--- src/design/http_chunked_body_decoder_defines.svh ---
// ----------------------------------------------------------------------------
// http_chunked_body_decoder_defines
// Assertion macros shared by the chunked body decoder.
// ----------------------------------------------------------------------------
`ifndef HTTP_CHUNKED_BODY_DECODER_DEFINES_SVH
`define HTTP_CHUNKED_BODY_DECODER_DEFINES_SVH

// check a property on every clock edge outside reset
`define HCBD_ASSERT(lbl, prop, msg) \
    lbl: assert property (@(posedge i_clk) disable iff (!i_rst_n) prop) else $error(msg);

// check a property on every clock edge, reset included
`define HCBD_ASSERT_ALWAYS(lbl, prop, msg) \
    lbl: assert property (@(posedge i_clk) prop) else $error(msg);

`endif

--- src/design/hcbd_pkg.sv ---
// ----------------------------------------------------------------------------
// hcbd_pkg
// Types, codes and helper functions of the chunked body decoder.
// ----------------------------------------------------------------------------
package hcbd_pkg;

    typedef logic [2:0]  t_phase;
    typedef logic [1:0]  t_subphase;
    typedef logic [1:0]  t_event;
    typedef logic [2:0]  t_err;
    typedef logic [3:0]  t_digits;

    localparam t_phase PH_SIZE  = 3'd0;
    localparam t_phase PH_DATA  = 3'd1;
    localparam t_phase PH_TCR   = 3'd2;
    localparam t_phase PH_TLF   = 3'd3;
    localparam t_phase PH_TRAIL = 3'd4;

    localparam t_subphase SP_LEAD   = 2'd0;
    localparam t_subphase SP_DIGITS = 2'd1;
    localparam t_subphase SP_TRAIL  = 2'd2;
    localparam t_subphase SP_EXT    = 2'd3;

    localparam t_event EV_DATA  = 2'd0;
    localparam t_event EV_END   = 2'd1;
    localparam t_event EV_ERROR = 2'd2;

    localparam t_err ERR_LINE_END   = 3'd0;
    localparam t_err ERR_LINE_LONG  = 3'd1;
    localparam t_err ERR_SIZE_LINE  = 3'd2;
    localparam t_err ERR_BODY_LARGE = 3'd3;
    localparam t_err ERR_CHUNK_TERM = 3'd4;

    localparam logic [0:0] CFG_MAX_BODY = 1'd0;
    localparam logic [0:0] CFG_MAX_LINE = 1'd1;

    localparam logic [31:0] MAX_BODY_RESET = 32'd8388608;
    localparam logic [15:0] MAX_LINE_RESET = 16'd8192;

    localparam logic [7:0] CH_LF    = 8'h0A;
    localparam logic [7:0] CH_CR    = 8'h0D;
    localparam logic [7:0] CH_SPACE = 8'h20;
    localparam logic [7:0] CH_TAB   = 8'h09;
    localparam logic [7:0] CH_SEMI  = 8'h3B;

    localparam t_digits DIGITS_SAT = 4'd15;

    // {is_hex, value}
    function automatic logic [4:0] hex_decode(input logic [7:0] b);
        logic [4:0] r;
        r = 5'd0;
        if (b >= 8'h30 && b <= 8'h39) begin
            r = {1'b1, 4'(b - 8'h30)};
        end else if (b >= 8'h61 && b <= 8'h66) begin
            r = {1'b1, 4'(b - 8'h57)};
        end else if (b >= 8'h41 && b <= 8'h46) begin
            r = {1'b1, 4'(b - 8'h37)};
        end
        return r;
    endfunction

    function automatic logic is_blank(input logic [7:0] b);
        return (b == CH_SPACE) || (b == CH_TAB);
    endfunction

endpackage

--- src/design/http_chunked_body_decoder.sv ---
// ----------------------------------------------------------------------------
// http_chunked_body_decoder
// Strips HTTP/1.1 chunked framing from a body stream, one byte per word.
// ----------------------------------------------------------------------------
//  channel  direction  handshake           payload
//  in       sink       i_valid / o_ready   i_data_byte
//  out      source     o_valid / i_ready   o_event_res, o_body_byte, o_error_code
//  cfg      sink       i_cfg_we            i_cfg_index, i_cfg_data
//
//  One word per cycle while results are taken; a word passes the input register,
//  and its result, if any, the result register. Each word is decoded in one pass
//  between the input and result registers. Synchronous active-low reset restores
//  limits and starts a new body. A stalled result holds the decoder; the input
//  register takes one more word, then the input stalls too.
// ----------------------------------------------------------------------------
`include "http_chunked_body_decoder_defines.svh"

module http_chunked_body_decoder #(
    parameter int MAX_SIZE_DIGITS = 8
) (
    input  logic        i_clk,
    input  logic        i_rst_n,
    input  logic        i_valid,
    output logic        o_ready,
    input  logic [7:0]  i_data_byte,
    output logic        o_valid,
    input  logic        i_ready,
    output logic [1:0]  o_event_res,
    output logic [7:0]  o_body_byte,
    output logic [2:0]  o_error_code,
    input  logic        i_cfg_we,
    input  logic [0:0]  i_cfg_index,
    input  logic [31:0] i_cfg_data
);

    logic                    r_in_valid;
    logic [7:0]              r_in_byte;
    logic                    r_out_valid;
    hcbd_pkg::t_event        r_out_event;
    logic [7:0]              r_out_byte;
    hcbd_pkg::t_err          r_out_code;
    logic [31:0]             r_max_body;
    logic [15:0]             r_max_line;

    hcbd_pkg::t_phase        r_phase,    n_phase;
    logic [15:0]             r_len,      n_len;
    logic                    r_cr,       n_cr;
    hcbd_pkg::t_subphase     r_sub,      n_sub;
    hcbd_pkg::t_digits       r_dc,       n_dc;
    logic                    r_inv,      n_inv;
    logic [31:0]             r_cc,       n_cc;
    logic [31:0]             r_total,    n_total;

    logic                    w_fire;
    logic                    res_valid;
    hcbd_pkg::t_event        res_event;
    logic [7:0]              res_byte;
    hcbd_pkg::t_err          res_code;
    logic [4:0]              w_hex;
    logic [31:0]             w_room;
    logic [31:0]             w_cc_shift;
    logic                    w_dc_full;

    assign w_fire  = r_in_valid && (!r_out_valid || i_ready);
    assign o_ready = !r_in_valid || w_fire;

    assign w_hex      = hcbd_pkg::hex_decode(r_in_byte);
    assign w_room     = r_max_body - r_total;
    assign w_cc_shift = (r_cc[31:28] != 4'd0) ? 32'hFFFF_FFFF : {r_cc[27:0], w_hex[3:0]};
    assign w_dc_full  = {1'b0, r_dc} >= 5'(MAX_SIZE_DIGITS);

    always_comb begin
        n_phase   = r_phase;
        n_len     = r_len;
        n_cr      = r_cr;
        n_sub     = r_sub;
        n_dc      = r_dc;
        n_inv     = r_inv;
        n_cc      = r_cc;
        n_total   = r_total;
        res_valid = 1'b0;
        res_event = hcbd_pkg::EV_DATA;
        res_byte  = 8'd0;
        res_code  = hcbd_pkg::ERR_LINE_END;

        if (r_phase == hcbd_pkg::PH_DATA) begin
            res_valid = 1'b1;
            res_byte  = r_in_byte;
            n_total   = r_total + 32'd1;
            if (r_cc != 32'd0) n_cc = r_cc - 32'd1;
            if (n_cc == 32'd0) n_phase = hcbd_pkg::PH_TCR;
        end else if (r_phase == hcbd_pkg::PH_TCR) begin
            if (r_in_byte != hcbd_pkg::CH_CR) begin
                res_valid = 1'b1;
                res_event = hcbd_pkg::EV_ERROR;
                res_code  = hcbd_pkg::ERR_CHUNK_TERM;
            end else begin
                n_phase = hcbd_pkg::PH_TLF;
            end
        end else if (r_phase == hcbd_pkg::PH_TLF) begin
            if (r_in_byte != hcbd_pkg::CH_LF) begin
                res_valid = 1'b1;
                res_event = hcbd_pkg::EV_ERROR;
                res_code  = hcbd_pkg::ERR_CHUNK_TERM;
            end else begin
                n_len   = 16'd0;
                n_cr    = 1'b0;
                n_sub   = hcbd_pkg::SP_LEAD;
                n_dc    = '0;
                n_inv   = 1'b0;
                n_cc    = 32'd0;
                n_phase = hcbd_pkg::PH_SIZE;
            end
        end else begin
            if (r_phase != hcbd_pkg::PH_TRAIL) n_phase = hcbd_pkg::PH_SIZE;
            if (r_cr && r_in_byte != hcbd_pkg::CH_LF) begin
                res_valid = 1'b1;
                res_event = hcbd_pkg::EV_ERROR;
                res_code  = hcbd_pkg::ERR_LINE_END;
            end else if (r_in_byte == hcbd_pkg::CH_LF) begin
                // line end
                n_len = 16'd0;
                n_cr  = 1'b0;
                n_sub = hcbd_pkg::SP_LEAD;
                n_dc  = '0;
                n_inv = 1'b0;
                n_cc  = 32'd0;
                if (r_phase == hcbd_pkg::PH_TRAIL) begin
                    if (r_len == 16'd0) begin
                        res_valid = 1'b1;
                        res_event = hcbd_pkg::EV_END;
                    end
                end else if (r_inv || r_dc == '0) begin
                    res_valid = 1'b1;
                    res_event = hcbd_pkg::EV_ERROR;
                    res_code  = hcbd_pkg::ERR_SIZE_LINE;
                end else if (r_cc == 32'd0) begin
                    n_phase = hcbd_pkg::PH_TRAIL;
                end else if (r_total > r_max_body || r_cc > w_room) begin
                    res_valid = 1'b1;
                    res_event = hcbd_pkg::EV_ERROR;
                    res_code  = hcbd_pkg::ERR_BODY_LARGE;
                end else begin
                    n_cc    = r_cc;
                    n_phase = hcbd_pkg::PH_DATA;
                end
            end else if (r_in_byte == hcbd_pkg::CH_CR) begin
                n_cr = 1'b1;
            end else if (r_len >= r_max_line) begin
                res_valid = 1'b1;
                res_event = hcbd_pkg::EV_ERROR;
                res_code  = hcbd_pkg::ERR_LINE_LONG;
            end else begin
                n_len = r_len + 16'd1;
                if (n_phase == hcbd_pkg::PH_SIZE && r_sub != hcbd_pkg::SP_EXT) begin
                    if (r_in_byte == hcbd_pkg::CH_SEMI) begin
                        n_sub = hcbd_pkg::SP_EXT;
                    end else if (hcbd_pkg::is_blank(r_in_byte)) begin
                        if (r_sub == hcbd_pkg::SP_DIGITS) n_sub = hcbd_pkg::SP_TRAIL;
                    end else if (!w_hex[4] || r_sub == hcbd_pkg::SP_TRAIL) begin
                        n_inv = 1'b1;
                    end else begin
                        n_sub = hcbd_pkg::SP_DIGITS;
                        if (w_dc_full) begin
                            n_inv = 1'b1;
                        end else if (r_dc == hcbd_pkg::DIGITS_SAT) begin
                            n_cc = w_cc_shift;
                        end else begin
                            n_dc = r_dc + 4'd1;
                            n_cc = w_cc_shift;
                        end
                    end
                end
            end
        end

        // end of body or error: start over
        if (res_valid && res_event != hcbd_pkg::EV_DATA) begin
            n_phase = hcbd_pkg::PH_SIZE;
            n_len   = 16'd0;
            n_cr    = 1'b0;
            n_sub   = hcbd_pkg::SP_LEAD;
            n_dc    = '0;
            n_inv   = 1'b0;
            n_cc    = 32'd0;
            n_total = 32'd0;
        end
    end

    always_ff @(posedge i_clk) begin
        if (!i_rst_n) begin
            r_in_valid  <= 1'b0;
            r_out_valid <= 1'b0;
            r_max_body  <= hcbd_pkg::MAX_BODY_RESET;
            r_max_line  <= hcbd_pkg::MAX_LINE_RESET;
            r_phase     <= hcbd_pkg::PH_SIZE;
            r_len       <= 16'd0;
            r_cr        <= 1'b0;
            r_sub       <= hcbd_pkg::SP_LEAD;
            r_dc        <= '0;
            r_inv       <= 1'b0;
            r_cc        <= 32'd0;
            r_total     <= 32'd0;
        end else begin
            if (o_ready) r_in_valid <= i_valid;
            if (w_fire) begin
                r_out_valid <= res_valid;
            end else if (i_ready) begin
                r_out_valid <= 1'b0;
            end
            if (w_fire) begin
                r_phase <= n_phase;
                r_len   <= n_len;
                r_cr    <= n_cr;
                r_sub   <= n_sub;
                r_dc    <= n_dc;
                r_inv   <= n_inv;
                r_cc    <= n_cc;
                r_total <= n_total;
            end
            if (i_cfg_we) begin
                case (i_cfg_index)
                    hcbd_pkg::CFG_MAX_BODY: r_max_body <= i_cfg_data;
                    hcbd_pkg::CFG_MAX_LINE: r_max_line <= i_cfg_data[15:0];
                    default: ;
                endcase
            end
        end
    end

    always_ff @(posedge i_clk) begin
        if (o_ready && i_valid) r_in_byte <= i_data_byte;
        if (w_fire) begin
            r_out_event <= res_event;
            r_out_byte  <= res_byte;
            r_out_code  <= res_code;
        end
    end

    assign o_valid      = r_out_valid;
    assign o_event_res  = r_out_event;
    assign o_body_byte  = r_out_byte;
    assign o_error_code = r_out_code;

    `HCBD_ASSERT(a_restart, (w_fire && res_valid && res_event != hcbd_pkg::EV_DATA) |=> (r_phase == hcbd_pkg::PH_SIZE && r_total == 32'd0), "body not restarted after end or error")
    `HCBD_ASSERT(a_count, (w_fire && r_phase == hcbd_pkg::PH_DATA) |=> (r_total == $past(r_total) + 32'd1), "body total not advanced on data word")
    `HCBD_ASSERT(a_data_left, (r_phase == hcbd_pkg::PH_DATA) |-> (r_cc != 32'd0), "data phase with no bytes left")
    `HCBD_ASSERT_ALWAYS(a_rst, (!i_rst_n) |=> (!o_valid && o_ready), "handshake not cleared by reset")

endmodule

--- config.mk ---
export PLATFORM = sky130hd
export DESIGN_NAME = http_chunked_body_decoder
export DESIGN_NICKNAME = d
export VERILOG_FILES = /design/src/design/hcbd_pkg.sv /design/src/design/http_chunked_body_decoder.sv
export VERILOG_INCLUDE_DIRS = /design/src /design/src/design
export SDC_FILE = /design/constraint.sdc
export NUM_CORES = 1
export LEC_CHECK = 0
export BUFFER_PORTS_ARGS = -buffer_cell sky130_fd_sc_hd__buf_4
export CAP_MARGIN = 10
export CORE_ASPECT_RATIO = 0.75
export CORE_UTILIZATION = 50
export DETAILED_ROUTE_END_ITERATION = 8
export GPL_TIMING_DRIVEN = 0
export MAX_ROUTING_LAYER = met4
export PLACE_DENSITY = 0.7
export SKIP_LAST_GASP = 1
export SLEW_MARGIN = 20
export SYNTH_ARGS = -nofsm -noshare
export SYNTH_HDL_FRONTEND = slang
export SYNTH_SLANG_ARGS = --single-unit
--- constraint.sdc ---
create_clock -name i_clk -period 5 [get_ports i_clk]
set_clock_uncertainty 0.05 [all_clocks]
set_input_delay 0.5 -clock i_clk [delete_from_list [all_inputs] [get_ports i_clk]]
set_output_delay 0.5 -clock i_clk [all_outputs]
set_load 0.02 [all_outputs]
==> results.sh, run 1 <==
export IMPL_outcome="complete, but fails checks"
export IMPL_failed_checks="setup timing"
export IMPL_layout_nets=1712
export IMPL_start_util_pct=51.9
export IMPL_max_freq_mhz=193
export IMPL_wl_um=36600
export IMPL_synth_distinct_cells=75
export IMPL_syn_cell_area_um2=11200
export IMPL_root_buffer="clkbuf_16"
export IMPL_htree_levels=4
export IMPL_numCtsBuffers=17
export IMPL_antenna_cells=0
export IMPL_crit_type="reg -> reg"
export IMPL_crit_path_max_fanout=4
export IMPL_crit_required_ns=5.27
export IMPL_drtAntennaViolNets=0
export IMPL_drt_iter0_markers=1698
export IMPL_p_per_area_nw_per_um2=258
export IMPL_crit_path_top_delay_cell="a221o_1"
export IMPL_clk_latency_ns=0.44
export IMPL_die_w_um=175
export IMPL_maxSlewViolCount=0
export IMPL_cts_buffer_depth=2
export IMPL_grt_max_degree=18
export IMPL_yosys_warnings=0
export IMPL_design_area_um2=14000
export IMPL_finalPower_uw=3620
export IMPL_boundaryPins=61
export IMPL_async_flop_share_pct=0
export IMPL_yosysTopAreaCellShare_pct=25.3
export IMPL_antenna_found_initial=0
export IMPL_drive_above_1_share_pct=18.0
export IMPL_yosysMostFrequentCell="nand2_1"
export IMPL_grt_use_total_pct=31.2
export IMPL_fin_crit_sh_pct=103
export IMPL_p_leak_uw=0.00546
export IMPL_drc=0
export IMPL_port_buffers=60
export IMPL_max_slew_margin_pct=27.3
export IMPL_rows=46
export IMPL_cp_arrival_ns=5.44
export IMPL_synth_edf_count=21
export IMPL_synth_seq_cells=162
export IMPL_ctsHoldBuffers=0
export IMPL_setup_viol=61
export IMPL_syn_avg_cell_area_um2=7.73
export IMPL_drtPass1Iterations=6
export IMPL_core_region_area_um2=21500
export IMPL_synthTopCellsByCount="nand2_1, dfxtp_1, a21oi_1, nor2_1, o21ai_0"
export IMPL_grt_first_pass_wirelength_um=55100
export IMPL_ys_flop_type="dfxtp_1"
export IMPL_cts_sinks=162
export IMPL_wire_per_inst_um=19.5
export IMPL_grt_ovfl_total=0
export IMPL_n_fill_cell=1859
export IMPL_ir_worst_vdd_uv=231
export IMPL_fp_dieH_um=131
export IMPL_critPathMaxStageDelay_ns=0.37
export IMPL_fin_crit_ns=5.17
export IMPL_cap_violations=0
export IMPL_endpoint_kind="register"
export IMPL_cts_tree="yes"
export IMPL_start_kind="register"
export IMPL_rsz0062_at_grt="true"
export IMPL_synthesis_instances=1445
export IMPL_hold_path_class="in -> reg"
export IMPL_path_common_cell="a21oi_2"
export IMPL_synth_seq_area_share_pct=30.9
export IMPL_vias_per_cell=6.22
export IMPL_synth_nets=1584
export IMPL_synth_area_top_cells="dfxtp_1, ha_1, a21oi_1, edfxtp_1, nand2_1"
export IMPL_setup_tns_final_ns=-5.86
export IMPL_setup_slack_ns=-0.169
export IMPL_grt_pass1_vias=10100
export IMPL_hpwl_um=25700
export IMPL_vias=11600
export IMPL_path_clk_slew_ns=0.07
export IMPL_worst_pin_slew_ns=1.09
export IMPL_finalHoldViolations=0
export IMPL_hold_slack_ns=0.184
export IMPL_syn_to_final_growth_pct=25.3
export IMPL_synth_top_area_cell="dfxtp_1"
export IMPL_place_congestion=0.950
export IMPL_dpl_cell_area_um2=12000
export IMPL_die_area_um2=23000
stage by stage:
| step | instances | util, % | setup WS [ns] |
|---|---|---|---|
| floorplan | 1445 | - | 0.0644 |
| global placement | 1793 | 55.7 | -2.08 |
| detailed placement | 1794 | 55.7 | -2.05 |
| CTS | 1844 | 61.1 | -0.0473 |
| global route | 1874 | 65.0 | -0.353 |
| finish | 1874 | 65.0 | -0.169 |
where the power goes:
group | switching [µW] | leakage [µW] | internal, µW
Sequential | 26.0 | 0.00135 | 1350
Clock | 598 | 0.000293 | 771
Combinational | 504 | 0.00382 | 365
cells in the final DEF (no fill, tap or decap), types with 13 or more instances in the layout:
cell type  Yosys  routed
ha_4           0      14
nor3_1        34      33
clkbuf_1      56      47
a21o_1        20      20
nor2b_1       14      14
and3_1        29      28
nand3_1       52      48
nand4_1       37      37
o21ai_0      108      96
a22o_1        16      16
buf_4          1      91
xor2_1        28      28
clkbuf_16      0      22
inv_1         85      73
nor4_1        29      26
a21oi_1      126     114
ha_1          92      77
nand2_1      162     161
or3_1         14      13
edfxtp_1      21      21
buf_6          4      15
xnor2_1       53      50
nor2_1       126     108
dfxtp_1      141     133
nand2b_1      18      17
repair_timing:
item	in CTS	in global routing
endpoints found under the hold margin	0	0
setup endpoints to repair	70	67
cloned	3	7
pin swaps	34	66
resized for setup	105	120
setup buffers	15	23
sequential cells by signal, summed over array words and instances (netlist names):
register,cells
o_error_code,3
r_len,16
r_cr,1
o_valid,1
r_cc,32
r_inv,1
r_in_valid,1
r_in_byte,8
o_body_byte,8
r_total,32
r_max_line,16
o_event_res,2
r_dc,4
r_max_body,32
r_phase,3
r_sub,2
cell families after synthesis:
| family | synth area share (%) |
|---|---|
| adder cells (fa/ha/maj) | 10.5 |
| flip-flops | 30.9 |
| XOR/XNOR | 6.35 |
| buffers and inverters | 5.55 |
| multiplexers | 0.448 |
| AO/OA/AOI/OAI | 21.2 |
| AND/OR/NAND/NOR | 25.1 |
per-layer routing:
metal	up-vias	routed length (µm)	GRT usage [%]
li1	5459	-	-
met1	5531	17400	46.4
met2	593	14900	41.3
met3	64	3530	7.09
met4	0	811	9.08
met5	-	0	-
critical path: cells and delay by family (launching register included):
| kind | cells | cell delay, ns |
|---|---|---|
| xor gates and xnor gates | 1 | 0.26 |
| AOI/OAI and AO/OA | 14 | 2.67 |
| and+or+nand+nor | 3 | 0.44 |
| buffers and inverters | 6 | 0.69 |
| DFF | 1 | 0.36 |
| adders and majority gates | 2 | 0.56 |
layout make-up:
type / count / area [µm²] / area share [%]
Multi-Input combinational cell: 1129 / 7830 / 55.9
Sequential cell: 162 / 3470 / 24.8
Timing Repair Buffer: 108 / 985 / 7.04
Clock buffer: 19 / 453 / 3.24
Buffer: 69 / 428 / 3.06
Tap cell: 288 / 360 / 2.57
Inverter: 86 / 332 / 2.37
Clock inverter: 13 / 146 / 1.05
path summary, 6_finish.rpt:
kind	from	to	slack, ns	depth (start not counted)
setup / recovery	r_total[2]	r_cc[7]	-0.17	26
hold reg to reg	r_max_line[4]	r_max_line[4]	0.40	2
setup reg to reg	r_total[2]	r_cc[7]	-0.17	26
hold / removal	i_data_byte[3]	r_in_byte[3]	0.18	1
Note: power is estimated with default switching activity, not from simulation.
==> run 2: changes to the inputs <==
--- a/config.mk
+++ b/config.mk
@@ -14,6 +14,7 @@
 export GPL_TIMING_DRIVEN = 0
 export MAX_ROUTING_LAYER = met4
 export PLACE_DENSITY = 0.7
+export SETUP_SLACK_MARGIN = 0.15
 export SKIP_LAST_GASP = 1
 export SLEW_MARGIN = 20
 export SYNTH_ARGS = -nofsm -noshare
==> results.sh, run 2 (synthesized netlist as in run 1, its figures left out) <==
export IMPL_p_leak_uw=0.00543
export IMPL_setup_slack_ns=-0.102
export IMPL_grt_ovfl_total=0
export IMPL_crit_type="reg -> reg"
export IMPL_die_area_um2=23000
export IMPL_startpoint="r_total[14]"
export IMPL_endpoint="r_cc[7]"
export IMPL_hpwl_um=26100
export IMPL_path_clk_slew_ns=0.07
export IMPL_cap_violations=0
export IMPL_grt_pass1_vias=10400
export IMPL_reg2regPathDepth=22
export IMPL_numCtsBuffers=17
export IMPL_syn_to_final_growth_pct=24.2
export IMPL_boundaryPins=61
export IMPL_port_buffers=60
export IMPL_fin_crit_ns=5.10
export IMPL_cp_arrival_ns=5.37
export IMPL_use_met3_pct=7.99
export IMPL_n_fill_cell=1889
export IMPL_finalHoldViolations=0
export IMPL_finalPower_uw=3550
export IMPL_cts_buffer_depth=2
export IMPL_outcome="complete, but fails checks"
export IMPL_max_slew_margin_pct=25.2
export IMPL_cts_sinks=162
export IMPL_start_kind="register"
export IMPL_wire_per_inst_um=19.4
export IMPL_wl_um=36300
export IMPL_endpoint_kind="register"
export IMPL_cts_tree="yes"
export IMPL_hold_path_class="in -> reg"
export IMPL_antenna_cells=0
export IMPL_layoutNonFillerInstCount=1869
export IMPL_hold_slack_ns=0.177
export IMPL_vias_per_cell=6.13
export IMPL_biggestRegsByFlops="r_cc: 32 flops, r_max_body: 32 flops, r_total: 32 flops"
export IMPL_ir_worst_vdd_uv=229
export IMPL_worst_pin_slew_ns=1.11
export IMPL_drc=0
export IMPL_top_usage_layer="met1"
export IMPL_antenna_found_initial=0
export IMPL_drt_iter0_markers=1642
export IMPL_fin_crit_sh_pct=102
export IMPL_dpl_cell_area_um2=12000
export IMPL_gr_usage_met1_pct=46.8
export IMPL_vias=11400
export IMPL_layout_nets=1707
export IMPL_setup_viol=28
export IMPL_dp_cells=1794
export IMPL_drtPass1Iterations=5
export IMPL_crit_path_max_fanout=7
export IMPL_place_congestion=0.982
export IMPL_crit_required_ns=5.27
export IMPL_fp_dieH_um=131
export IMPL_grt_first_pass_wirelength_um=56200
export IMPL_use_met2_pct=42.1
export IMPL_rows=46
export IMPL_grt_max_degree=18
export IMPL_multi_input_area_um2=7800
export IMPL_root_buffer="clkbuf_16"
export IMPL_htree_levels=4
export IMPL_rr_startpoint="r_total[14]"
export IMPL_final_cell_mix="nand2_1, dfxtp_1, nor2_1"
export IMPL_design_area_um2=13900
export IMPL_clk_latency_ns=0.45
export IMPL_start_util_pct=51.9
export IMPL_grt_use_total_pct=31.9
export IMPL_drtAntennaViolNets=0
export IMPL_rsz0062_at_grt="true"
export IMPL_maxSlewViolCount=0
export IMPL_core_region_area_um2=21500
export IMPL_rrSetupSlack_ns=-0.10
export IMPL_regArea_um2=3470
export IMPL_p_per_area_nw_per_um2=256
export IMPL_drive_above_1_share_pct=17.5
export IMPL_failed_checks="setup timing"
export IMPL_max_freq_mhz=196
export IMPL_r2r_end="r_cc[7]"
export IMPL_final_common_cell="nand2_1"
export IMPL_die_w_um=175
[run 2: worst min path at each step]
stage	start	to	slack (ns)	cells after the start
finish	i_data_byte[5]	r_in_byte[5]	0.18	1
global route	i_data_byte[5]	r_in_byte[5]	0.16	1
CTS	i_data_byte[5]	r_in_byte[5]	0.17	1
detailed placement	r_max_line[7]	r_max_line[7]	0.40	2
global placement	r_max_line[9]	r_max_line[9]	0.40	2
floorplan	r_max_body[0]	r_max_body[0]	0.39	2
[run 2: power by group]
part | total, µW | switching, µW | internal, µW | leakage, µW
combinational | 872 | 501 | 371 | 0.00380
sequential | 1380 | 25.6 | 1350 | 0.00135
clock | 1300 | 597 | 705 | 0.000278
[run 2: layout make-up]
type / count / share of cell area, %
buffer: 69 / 3.02
clock buffer: 18 / 3.16
clock inverter: 14 / 0.938
inverter: 86 / 2.34
multi-input combinational: 1128 / 56.2
sequential: 162 / 25.0
tap: 288 / 2.60
timing repair buffer: 104 / 6.73
[run 2: worst max-delay path, stage by stage (launching register included)]
cell,delay (ns)
dfxtp_1,0.35
inv_2,0.08
ha_4,0.25
o21ai_2,0.21
nor2_2,0.08
nor4b_4,0.39
nand2_1,0.15
a31o_2,0.25
a21o_1,0.21
a21o_1,0.18
a21oi_2,0.17
xor2_2,0.10
ha_1,0.29
nand4_1,0.13
nor4_4,0.42
nand2_2,0.13
a21o_1,0.19
and3_4,0.17
o221ai_4,0.23
a211oi_2,0.11
o21a_2,0.26
buf_8,0.16
a221o_1,0.39
[run 2: stage by stage]
stage | setup TNS (ns) | util, % | worst slack (ns)
2_1_floorplan | 0 | - | 0.185
3_3_place_gp | -71.05 | 55.7 | -1.17
3_5_place_dp | -70.81 | 55.8 | -1.20
4_1_cts | 0 | 62.1 | 0.0144
5_1_grt | -12.29 | 64.5 | -0.316
6_report | -1.24 | 64.5 | -0.102
[run 2: repair_timing]
action	4_1_cts	5_1_grt
hold buffers	0	0
gates cloned	2	3
gates resized for setup	128	68
endpoints found under the setup margin	70	67
buffers inserted	25	13
hold endpoints to repair	0	0
pin swaps	41	42
[run 2: metal layers]
layer | routed length [µm] | part of all wire [%]
met1 | 17300 | 47
met5 | 0 | 0
met3 | 3580 | 9.8
met2 | 14800 | 41
met4 | 729 | 2.0
